<file path="config.mk">
export PLATFORM = sky130hd
export DESIGN_NAME = midpoint_ellipse_octant_stepper
export DESIGN_NICKNAME = d
export VERILOG_FILES = /design/src/hdl/meos_pkg.sv /design/src/hdl/meos_datapath.sv /design/src/hdl/meos_ctrl.sv /design/src/hdl/midpoint_ellipse_octant_stepper.sv
export SDC_FILE = /design/constraint.sdc
export NUM_CORES = 2
export LEC_CHECK = 0
export BUFFER_PORTS_ARGS = -buffer_cell sky130_fd_sc_hd__buf_2
export CORE_MARGIN = 8
export CORE_UTILIZATION = 25
export DETAILED_ROUTE_END_ITERATION = 7
export GPL_TIMING_DRIVEN = 0
export HOLD_SLACK_MARGIN = 0.1
export SLEW_MARGIN = 25
export SYNTH_ARGS = -nofsm -noshare
export SYNTH_HDL_FRONTEND = slang
export SYNTH_SLANG_ARGS = --single-unit
</file>
<file path="constraint.sdc">
create_clock -name i_clk -period 13.4 [get_ports i_clk]
set_clock_uncertainty 0.1 [all_clocks]
set_input_delay 2.01 -clock i_clk [delete_from_list [all_inputs] [get_ports i_clk]]
set_output_delay 2.01 -clock i_clk [all_outputs]
set_load 0.05 [all_outputs]
</file>
<file path="src/hdl/meos_pkg.sv">
// ----------------------------------------------------------------------------
// meos_pkg
// shared constants and controller/datapath interface types for the
// midpoint ellipse octant stepper
// ----------------------------------------------------------------------------
package meos_pkg;

    // default radius width
    localparam int RADIUS_BITS_DEF = 10;

    // width of the decision index within an octant
    localparam int IDX_BITS = 10;

    // request opcodes
    localparam logic OP_START = 1'b0;
    localparam logic OP_STEP  = 1'b1;

    // commands from controller to datapath
    typedef struct packed {
        logic load_radii;   // start request: capture radii and squares
        logic prod_en;      // capture square times radius product
        logic init_en;      // set up threshold and adjust terms
        logic stage1_en;    // first half of a decision
        logic commit;       // second half of a decision, state update
        logic phase;        // 0 = x-major octant, 1 = y-major octant
    } t_dp_cmd;

    // status from datapath to controller
    typedef struct packed {
        logic                diag;
        logic                last;
        logic [IDX_BITS-1:0] step_index;
    } t_dp_sts;

endpackage

</file>
<file path="src/hdl/meos_datapath.sv">
// ----------------------------------------------------------------------------
// meos_datapath
// squares, setup product, threshold and adjust registers, decision sums then commit
// ----------------------------------------------------------------------------
module meos_datapath #(
    parameter int RADIUS_BITS = meos_pkg::RADIUS_BITS_DEF
) (
    input  logic                   i_clk,
    input  meos_pkg::t_dp_cmd      i_cmd,
    input  logic [RADIUS_BITS-1:0] i_radius_x,
    input  logic [RADIUS_BITS-1:0] i_radius_y,
    output meos_pkg::t_dp_sts      o_sts
);
    import meos_pkg::*;

    localparam int SQW = 2 * RADIUS_BITS;
    localparam int PRW = 3 * RADIUS_BITS;
    localparam int W   = 3 * RADIUS_BITS + 4;
    localparam int ZW  = W - SQW;
    localparam int PZW = W - PRW;

    logic [SQW-1:0]         r_a_sq;
    logic [SQW-1:0]         r_b_sq;
    logic [RADIUS_BITS-1:0] r_rad_a;
    logic [RADIUS_BITS-1:0] r_rad_b;
    logic [PRW-1:0]         r_prod;
    logic signed [W-1:0]    r_threshold;
    logic signed [W-1:0]    r_major;
    logic signed [W-1:0]    r_minor;
    logic [IDX_BITS-1:0]    r_step_count;
    logic signed [W-1:0]    r_t1;
    logic signed [W-1:0]    r_minor_dec;
    logic signed [W-1:0]    r_major_inc;

    logic [SQW-1:0]         sq_x;
    logic [SQW-1:0]         sq_y;
    logic [SQW-1:0]         mul_l;
    logic [RADIUS_BITS-1:0] mul_r;
    logic [PRW-1:0]         prod_w;
    logic [SQW-1:0]         inc_sq;
    logic [SQW-1:0]         dec_sq;
    logic signed [W-1:0]    inc_ext;
    logic signed [W-1:0]    inc2_ext;
    logic signed [W-1:0]    dec2_ext;
    logic signed [W-1:0]    quarter_ext;
    logic signed [W-1:0]    prod_ext;
    logic signed [W-1:0]    prod2_ext;
    logic                   diag;
    logic signed [W-1:0]    minor_new;
    logic                   last;

    // start squares straight from the request
    assign sq_x = SQW'(i_radius_x) * SQW'(i_radius_x);
    assign sq_y = SQW'(i_radius_y) * SQW'(i_radius_y);

    // x octant: a^2 * b, y octant: b^2 * a
    assign mul_l  = i_cmd.phase ? r_b_sq : r_a_sq;
    assign mul_r  = i_cmd.phase ? r_rad_a : r_rad_b;
    assign prod_w = PRW'(mul_l) * PRW'(mul_r);

    // major axis term grows by the other square, minor term shrinks by own
    assign inc_sq = i_cmd.phase ? r_a_sq : r_b_sq;
    assign dec_sq = i_cmd.phase ? r_b_sq : r_a_sq;

    assign inc_ext     = {{ZW{1'b0}}, inc_sq};
    assign inc2_ext    = {{(ZW-1){1'b0}}, inc_sq, 1'b0};
    assign dec2_ext    = {{(ZW-1){1'b0}}, dec_sq, 1'b0};
    assign quarter_ext = {{(ZW+2){1'b0}}, mul_l[SQW-1:2]};
    assign prod_ext    = {{PZW{1'b0}}, r_prod};
    assign prod2_ext   = {{(PZW-1){1'b0}}, r_prod, 1'b0};

    // second half of a decision
    assign diag      = ~r_t1[W-1];
    assign minor_new = diag ? r_minor_dec : r_minor;
    assign last      = i_cmd.phase ? (r_major_inc > minor_new)
                                   : (r_major_inc >= minor_new);

    assign o_sts.diag       = diag;
    assign o_sts.last       = last;
    assign o_sts.step_index = r_step_count;

    always_ff @(posedge i_clk) begin
        if (i_cmd.load_radii) begin
            r_rad_a <= i_radius_x;
            r_rad_b <= i_radius_y;
            r_a_sq  <= sq_x;
            r_b_sq  <= sq_y;
        end
        if (i_cmd.prod_en) begin
            r_prod <= prod_w;
        end
        if (i_cmd.init_en) begin
            r_threshold  <= quarter_ext - prod_ext;
            r_minor      <= prod2_ext;
            r_major      <= '0;
            r_step_count <= '0;
        end
        if (i_cmd.stage1_en) begin
            r_t1        <= r_threshold + r_major + inc_ext;
            r_minor_dec <= r_minor - dec2_ext;
            r_major_inc <= r_major + inc2_ext;
        end
        if (i_cmd.commit) begin
            r_threshold <= diag ? (r_t1 - r_minor_dec) : r_t1;
            r_minor     <= minor_new;
            r_major     <= r_major_inc;
            r_step_count <= last ? '0 : (r_step_count + 1'b1);
        end
    end

endmodule

</file>
<file path="src/hdl/meos_ctrl.sv">
// ----------------------------------------------------------------------------
// meos_ctrl
// request handshake, octant mode, sequencing and the result register
// ----------------------------------------------------------------------------
module meos_ctrl #(
    parameter int RADIUS_BITS = meos_pkg::RADIUS_BITS_DEF
) (
    input  logic                          i_clk,
    input  logic                          i_rst_n,
    input  logic                          i_in_valid,
    output logic                          o_in_stall,
    input  logic                          i_op,
    input  logic [RADIUS_BITS-1:0]        i_radius_x,
    input  logic [RADIUS_BITS-1:0]        i_radius_y,
    output logic                          o_out_valid,
    input  logic                          i_out_stall,
    output logic                          o_phase,
    output logic                          o_diagonal,
    output logic [meos_pkg::IDX_BITS-1:0] o_step_index,
    output logic                          o_last,
    output logic                          o_error,
    output meos_pkg::t_dp_cmd             o_cmd,
    input  meos_pkg::t_dp_sts             i_sts
);
    import meos_pkg::*;

    typedef enum logic [1:0] {
        MODE_IDLE,
        MODE_XRUN,
        MODE_YSETUP,
        MODE_YRUN
    } t_mode;

    typedef enum logic [2:0] {
        ST_WAIT,
        ST_PROD,
        ST_INIT,
        ST_YINIT,
        ST_STEP1,
        ST_STEP2,
        ST_EMIT
    } t_state;

    t_state              r_state;
    t_mode               r_mode;
    logic                r_out_valid;
    logic                r_out_phase;
    logic                r_out_diag;
    logic [IDX_BITS-1:0] r_out_idx;
    logic                r_out_last;
    logic                r_out_err;

    logic accept;
    logic zero_radius;
    logic out_free;
    logic out_load;
    logic running;

    assign o_in_stall  = (r_state != ST_WAIT) || !i_rst_n;
    assign accept      = i_in_valid && !o_in_stall;
    assign zero_radius = (i_radius_x == '0) || (i_radius_y == '0);
    assign out_free    = !r_out_valid || !i_out_stall;
    assign out_load    = ((r_state == ST_STEP2) || (r_state == ST_EMIT)) && out_free;
    assign running     = (r_mode == MODE_XRUN) || (r_mode == MODE_YRUN);

    always_comb begin
        o_cmd            = '0;
        o_cmd.phase      = (r_mode == MODE_YRUN) || (r_mode == MODE_YSETUP);
        o_cmd.load_radii = accept && (i_op == OP_START) && !zero_radius;
        o_cmd.prod_en    = (r_state == ST_PROD)
                        || (accept && (i_op == OP_STEP) && (r_mode == MODE_YSETUP));
        o_cmd.init_en    = (r_state == ST_INIT) || (r_state == ST_YINIT);
        o_cmd.stage1_en  = (r_state == ST_STEP1)
                        || (accept && (i_op == OP_STEP) && running);
        o_cmd.commit     = (r_state == ST_STEP2) && out_free;
    end

    always_ff @(posedge i_clk) begin
        if (!i_rst_n) begin
            r_state     <= ST_WAIT;
            r_mode      <= MODE_IDLE;
            r_out_valid <= 1'b0;
        end else begin
            if (out_load) begin
                r_out_valid <= 1'b1;
            end else if (!i_out_stall) begin
                r_out_valid <= 1'b0;
            end
            unique case (r_state)
                ST_WAIT: begin
                    if (accept) begin
                        if (i_op == OP_START) begin
                            if (zero_radius) begin
                                r_mode  <= MODE_IDLE;
                                r_state <= ST_EMIT;
                            end else begin
                                r_mode  <= MODE_XRUN;
                                r_state <= ST_PROD;
                            end
                        end else begin
                            unique case (r_mode)
                                MODE_IDLE:   r_state <= ST_EMIT;
                                MODE_YSETUP: r_state <= ST_YINIT;
                                default:     r_state <= ST_STEP2;
                            endcase
                        end
                    end
                end
                ST_PROD:  r_state <= ST_INIT;
                ST_INIT:  r_state <= ST_WAIT;
                ST_YINIT: begin
                    r_mode  <= MODE_YRUN;
                    r_state <= ST_STEP1;
                end
                ST_STEP1: r_state <= ST_STEP2;
                ST_STEP2: begin
                    if (out_free) begin
                        r_out_phase <= o_cmd.phase;
                        r_out_diag  <= i_sts.diag;
                        r_out_idx   <= i_sts.step_index;
                        r_out_last  <= i_sts.last;
                        r_out_err   <= 1'b0;
                        if (i_sts.last) begin
                            r_mode <= (r_mode == MODE_XRUN) ? MODE_YSETUP : MODE_IDLE;
                        end
                        r_state <= ST_WAIT;
                    end
                end
                ST_EMIT: begin
                    if (out_free) begin
                        r_out_phase <= 1'b0;
                        r_out_diag  <= 1'b0;
                        r_out_idx   <= '0;
                        r_out_last  <= 1'b0;
                        r_out_err   <= 1'b1;
                        r_state     <= ST_WAIT;
                    end
                end
                default: r_state <= ST_WAIT;
            endcase
        end
    end

    assign o_out_valid  = r_out_valid;
    assign o_phase      = r_out_phase;
    assign o_diagonal   = r_out_diag;
    assign o_step_index = r_out_idx;
    assign o_last       = r_out_last;
    assign o_error      = r_out_err;

    // a step in a running octant goes straight to the commit cycle
    a_step_to_commit: assert property (@(posedge i_clk) disable iff (!i_rst_n)
        accept && (i_op == OP_STEP) && running |=> r_state == ST_STEP2)
        else $error("running step did not reach commit");

    // zero radius start drops the ellipse and reports an error
    a_zero_radius: assert property (@(posedge i_clk) disable iff (!i_rst_n)
        accept && (i_op == OP_START) && zero_radius
        |=> (r_state == ST_EMIT) && (r_mode == MODE_IDLE))
        else $error("zero radius start not flagged");

    // last decision of the y-major octant ends the ellipse
    a_y_end_idle: assert property (@(posedge i_clk) disable iff (!i_rst_n)
        (r_state == ST_STEP2) && out_free && i_sts.last && (r_mode == MODE_YRUN)
        |=> r_mode == MODE_IDLE)
        else $error("ellipse did not end after y-major octant");

    // an error result carries no decision
    a_error_clean: assert property (@(posedge i_clk) disable iff (!i_rst_n)
        r_out_valid && r_out_err
        |-> !r_out_phase && !r_out_diag && (r_out_idx == '0) && !r_out_last)
        else $error("error result with decision fields set");

endmodule

</file>
<file path="src/hdl/midpoint_ellipse_octant_stepper.sv">
// ----------------------------------------------------------------------------
// midpoint_ellipse_octant_stepper
// integer midpoint ellipse decisions over the x-major then y-major octant
// ----------------------------------------------------------------------------
// sequencing: a step request in a running octant registers the decision
//   sums at the accepting edge, then compares, updates and loads the output
//   register once it is free; the first step of the y-major octant first forms
//   the product of b^2 and a, then setup, then the sums; an error result goes
//   straight to the output register; no request is taken until the last is done
// start: squares, one shared square-times-radius multiplier, setup; no result
// reset: synchronous, active low; clears mode, sequencer and result valid,
//   arithmetic registers are not cleared since idle mode never reads them
// ----------------------------------------------------------------------------
module midpoint_ellipse_octant_stepper #(
    parameter int RADIUS_BITS = meos_pkg::RADIUS_BITS_DEF
) (
    input  logic                          i_clk,
    input  logic                          i_rst_n,
    // request channel
    input  logic                          i_in_valid,
    output logic                          o_in_stall,
    input  logic                          i_op,
    input  logic [RADIUS_BITS-1:0]        i_radius_x,
    input  logic [RADIUS_BITS-1:0]        i_radius_y,
    // result channel
    output logic                          o_out_valid,
    input  logic                          i_out_stall,
    output logic                          o_phase,
    output logic                          o_diagonal,
    output logic [meos_pkg::IDX_BITS-1:0] o_step_index,
    output logic                          o_last,
    output logic                          o_error
);
    import meos_pkg::*;

    // command and status between sequencer and arithmetic
    t_dp_cmd dp_cmd;
    t_dp_sts dp_sts;

    // sequencer: handshake, octant mode, result register
    meos_ctrl #(
        .RADIUS_BITS (RADIUS_BITS)
    ) u_ctrl (
        .i_clk        (i_clk),
        .i_rst_n      (i_rst_n),
        .i_in_valid   (i_in_valid),
        .o_in_stall   (o_in_stall),
        .i_op         (i_op),
        .i_radius_x   (i_radius_x),
        .i_radius_y   (i_radius_y),
        .o_out_valid  (o_out_valid),
        .i_out_stall  (i_out_stall),
        .o_phase      (o_phase),
        .o_diagonal   (o_diagonal),
        .o_step_index (o_step_index),
        .o_last       (o_last),
        .o_error      (o_error),
        .o_cmd        (dp_cmd),
        .i_sts        (dp_sts)
    );

    // arithmetic: squares, setup product, decision variable
    meos_datapath #(
        .RADIUS_BITS (RADIUS_BITS)
    ) u_datapath (
        .i_clk      (i_clk),
        .i_cmd      (dp_cmd),
        .i_radius_x (i_radius_x),
        .i_radius_y (i_radius_y),
        .o_sts      (dp_sts)
    );

endmodule
</file>
# ---- Word level (Yosys, flattened, before mapping)
# Cells that the tools add are included.
# W data, S select, Z words.
dict set report word_totals {
  reg_bits 324
  inputBits 25
  output_inout_bits 16
  word_cells 126
}
dict set report op_classes {
  n_addsub 7
  multipliers 3
  order_cmp 2
  n_eq_ne 16
  mux 42
  n_bitwise 2
  reduce_logical 34
}
# cell n
set op_table {}
lappend op_table {{$mux W34} 8}
lappend op_table {{$mux W10} 6}
lappend op_table {{$mul A10 B10 Y20} 2}
lappend op_table {{$mux W20} 2}
lappend op_table {{$add A34 B21 Y34} 1}
lappend op_table {{$add A34 B22 Y34} 1}
lappend op_table {{$add A34 B34 Y34} 1}
lappend op_table {{$ge A34 B34 Y1} 1}
lappend op_table {{$gt A34 B34 Y1} 1}
lappend op_table {{$sub A34 B22 Y34} 1}
lappend op_table {{$sub A34 B34 Y34} 1}
lappend op_table {{$sub A18 B30 Y31} 1}
lappend op_table {{$mul A20 B10 Y30} 1}
lappend op_table {{$logic_not A10 Y1} 2}
lappend op_table {{$pmux W10 S2} 1}
lappend op_table {{$pmux W3 S5} 1}
lappend op_table {{$mux W3} 4}
lappend op_table {{$ne A2 B1 Y1 const B} 6}
lappend op_table {{$add A10 B1 Y10 const B} 1}
lappend op_table {{$mux W2} 5}
lappend op_table {{$eq A3 B3 Y1 const B} 3}
lappend op_table {{$logic_or A1 B1 Y1} 9}
lappend op_table {{$mux W1} 9}
lappend op_table {{$logic_and A1 B1 Y1} 8}
lappend op_table {{18 further kinds} 30}

# ---- Depth between registers and ports, before layout
dict set report logic_depth {
  depth_word 7
  mapped_depth 27
  ltp_nobuf 25
}

# ---- Hierarchy
# A second synthesis with hierarchy kept.
dict set report unflattened {
  cells_unflattened 3130
  area_unflattened_um2 31342.6
}
# mod n_inst cells_per_inst area_each_um2 seq_area_each_um2
set modules_own_cells {}
lappend modules_own_cells {meos_datapath 1 3022 30249.0 9008.6}
lappend modules_own_cells {meos_ctrl 1 108 1093.5 540.5}

# ---- Least setup slack after synthesis
# Ideal clock, no wire load.
dict set report synth_path {
  path_type {input -> register}
  from {input i_in_valid}
  to {register u_datapath.r_major_inc[0], enable pin}
  setup_ps 703
  arrival_time_ps 9334
  required_ps 12597
  slack_ps 3263
  cell_stages 2
  n_path_buf 0
  path_cell_list {nand3_1 o21ai_0}
}
# element line_no
set synth_rtl {}
lappend synth_rtl {{start, declared} midpoint_ellipse_octant_stepper.sv:20} ;# input logic i_in_valid,
lappend synth_rtl {{end signal, assigned} meos_datapath.sv:101} ;# r_major_inc <= r_major + inc2_ext;
lappend synth_rtl {{end, declared} meos_datapath.sv:33} ;# logic signed [W-1:0] r_major_inc;

# ---- Final worst setup path
dict set report layout_path {
  from {register u_ctrl.r_mode[1]}
  to {register u_datapath.r_prod[29], data pin}
}
dict set report layout_via {
  elab_chain_cells 4
  word_cells_on_any_way 6
  cone_classes {mul: 1; eq/ne: 2; mux: 2; reduce/logical: 1}
}
# element line_no
set layout_rtl {}
lappend layout_rtl {{start, declared} meos_ctrl.sv:45} ;# t_mode r_mode;
lappend layout_rtl {{start signal, assigned} meos_ctrl.sv:124} ;# r_mode <= (r_mode == MODE_XRUN) ? MODE_YSETUP : MODE_IDLE;
lappend layout_rtl {{$eq A2 B2 Y1} meos_ctrl.sv:68} ;# o_cmd.phase = (r_mode == MODE_YRUN) || (r_mode == MODE_YSETUP);
lappend layout_rtl {{$logic_or A1 B1 Y1 (*)} meos_ctrl.sv:68}
lappend layout_rtl {{$mux W20 / $mux W10 (equally long branches)} {meos_datapath.sv:57, meos_datapath.sv:58}}
lappend layout_rtl {{$mul A20 B10 Y30 (*)} meos_datapath.sv:59} ;# assign prod_w = PRW'(mul_l) * PRW'(mul_r);
lappend layout_rtl {{net u_datapath.prod_w[29]} meos_datapath.sv:39} ;# logic [PRW-1:0] prod_w;
lappend layout_rtl {{end signal, assigned} meos_datapath.sv:90} ;# r_prod <= prod_w;
lappend layout_rtl {{end, declared} meos_datapath.sv:26} ;# logic [PRW-1:0] r_prod;
# Mark *: on every way through the listed nets, which the timed path passes. The rest lies on a longest branch.
# A chain may end at the register's enable or synchronous reset.

==> impl_metrics.toml <==
[synth]
synth_most_common_cell = "inv_1"
synth_area_leaders = "edfxtp_1 (31%), fa_1 (16%), ha_1 (14%)"
syn_inst = 3069
ys_ff_latch = 320
yosysTopAreaCell = "edfxtp_1"
synthTopCellsByCount = "inv_1 (368), ha_1 (333), edfxtp_1 (314)"
synth_top_area_frac = 0.306
ys_types = 72
syn-mean-instance-area_um2 = 10.0
ys.flop_type = "edfxtp_1"
ys_warn_count = 0
async_flop_share = 0
ys_seq_area_frac = 0.310
synth_edf_count = 314
netlist_area_um2 = 30800

[grt]
grt_pass1_wl_um = 128000
grt_use_total = 0.119
grt.overflow.total = 0
grt_max_degree = 45
grt_pass1_vias = 22700
antenna_found_initial = 5

[place]
dp_hpwl_um = 66600
place_ws_ns = 4.70
portBuffers = 40
place_congestion = 0.874

[route]
post-route-drc-count = 0
first_pass_iters = 5
antenna_left = 0
wirelength_um = 81900
routedWlPerCell_um = 17.0
drtIter0Drc = 1688
num_vias = 22500
viasPerCell = 4.66

[cells_and_area]
fin_nets = 3773
areaGrowthSynthToFinish_pct = 12.4
layout-drive-gt1-share = 0.0570

[hold_path]
hp-class = "reg2reg"
hold_start = "u_datapath.r_minor[0]$_SDFFCE_PN0P_"

[clock_tree]
clockRootBuffer = "clkbuf_16"
clkSinkCount = 320
cts_buffers = 38
clk_latency_ns = 0.58
cts_hold_buf = 0
cts.path.max_buffers = 3
h-tree-depth = 2
path_clk_slew_ns = 0.07
post_cts_buffers = 0
cts_tree = "yes"
cts_resized = 0

[sta]
final_max_slew_viol_count = 0
final-hold-violation-count = 0
period_share = 0.652
slew-limit-headroom = 0.276
tightest_slew_ns = 1.06
layout_setup_ws_ns = 4.66
max_clock_freq_mhz = 114
rsz0062_at_grt = "false"
final.min_clock_period_ns = 8.74
setup_viol = 0

[floorplan]
dieArea_um2 = 135000
fp.dieH_um = 367
ios = 41
initial_core_util = 0.252
die_w_um = 367
num_rows = 128
core_area_um2 = 122000

[critical_path]
r2r-start = "u_ctrl.r_mode[1]$_SDFFE_PN0P_"
crit_required_ns = 13.66
cp_max_fo = 10
critPathLaunch = "u_ctrl.r_mode[1]$_SDFFE_PN0P_"
worst_ep_arrival_time_ns = 9.00
cp-start-kind = "flop"
end_kind = "flop"
path_class = "reg2reg"

[outcome]
status = "finished, final reports clean"

[job]
maxCapViolCount = 0
-- routing by layer --
metal  vias up  routed length [um]  global-route usage
met5         -                   0                   0
met4         0                2560              0.0378
met3       124                5520              0.0203
met2       663               36200               0.190
met1     11000               37700               0.163
li1      10700                   -                   -
-- layout make-up --
class	count	area, um2
fillers	12800	87400
multi-input cells	2303	19700
flip-flops and latches	320	9550
well taps	1625	2030
inverters	371	1390
clock buffers	50	1020
repair buffers	52	479
plain buffers	78	298
clock inverters	18	168
diodes	2	5.00
-- path summary, 6_finish.rpt --
kind / slack, ns / cells past startpoint / to
hold reg to reg: 0.34 / 0 / u_datapath.r_minor_dec[0]$_DFFE_PP_
hold / removal: 0.34 / 0 / u_datapath.r_minor_dec[0]$_DFFE_PP_
setup / recovery: 4.66 / 25 / u_datapath.r_prod[29]$_DFFE_PP_
setup reg to reg: 4.66 / 25 / u_datapath.r_prod[29]$_DFFE_PP_
-- sequential cells by signal, indices dropped and copies added (netlist names), 2 cells and up --
name                     cells
u_datapath.r_prod           30
u_datapath.r_rad_a          10
u_ctrl.o_step_index         10
u_datapath.r_b_sq           18
u_datapath.r_t1             34
u_datapath.r_minor_dec      34
u_datapath.r_a_sq           18
u_datapath.r_step_count     10
u_datapath.r_threshold      34
u_ctrl.r_mode                2
u_datapath.r_major          34
u_ctrl.r_state               3
u_datapath.r_rad_b          10
u_datapath.r_major_inc      34
u_datapath.r_minor          34
-- kinds of logic (layout without fill, tap and decap cells) --
family | count (synthesis) | count (layout) | share of synthesized area
AND/OR/NAND/NOR | 879 | 879 | 0.135
adder cells (fa/ha/maj) | 584 | 584 | 0.298
AO/OA/AOI/OAI | 524 | 524 | 0.108
buffers and inverters | 449 | 569 | 0.0548
flip-flops | 320 | 320 | 0.310
XOR/XNOR | 212 | 212 | 0.0603
multiplexers | 99 | 99 | 0.0333
other | 2 | 7 | 0.000244
-- critical path, cell delays in order, from the launching register on --
cell and delay (ns):
dfxtp_1 0.32, clkbuf_1 0.35, clkbuf_2 0.52, buf_2 0.50, mux2i_1 0.65, clkbuf_1 0.43, nor2_1 0.13, fa_1 0.54
inv_1 0.05, fa_1 0.48, inv_1 0.05, fa_1 0.44, fa_1 0.53, fa_1 0.42, ha_1 0.36, a21oi_1 0.25
a21boi_1 0.14, a311oi_4 0.38, o311a_1 0.25, nor3_1 0.09, o31a_1 0.30, o21a_1 0.18, or2_1 0.23, a211o_1 0.30
o31a_1 0.26, xnor2_1 0.26
-- metrics by stage --
step	hold slack (ns)	util	cell area (um2)	TNS (ns)	std cells
4_1_cts	0.345	0.283	34600	0	4817
5_1_grt	0.372	0.284	34600	0	4817
3_3_place_gp	0.329	0.271	33000	-181.01	4737
6_report	0.344	0.284	34600	0	4819
2_1_floorplan	0.320	-	30800	0	3072
3_5_place_dp	0.330	0.274	33400	0	4749
-- cell usage in the layout, fill, tap and decap left out, types with 6 or more instances in the layout --
cell type,count
o21a_1,33
nand2_1,231
xnor2_1,140
clkbuf_1,77
o21ai_1,8
o21ai_0,113
inv_1,368
nand2b_1,31
a21boi_0,10
nor2_1,268
o31ai_1,10
or3_1,20
a21oi_1,159
nand3_1,40
nor2b_1,49
nor3_1,52
edfxtp_1,314
a31oi_1,22
or2_2,12
mux2i_2,11
buf_2,42
and2_1,112
dfxtp_1,6
mux2_2,29
nor4_1,6
fa_1,251
nand4_1,23
buf_1,7
clkinv_2,6
xor2_1,72
a211oi_1,21
clkbuf_16,38
mux2i_1,59
o21bai_1,10
and3_1,20
ha_1,333
o211ai_1,8
a21o_1,64
buf_16,8
Power is left out: the tool's default activity adds up to more than one toggle a clock period on the data nets, which glitch-free logic cannot reach.
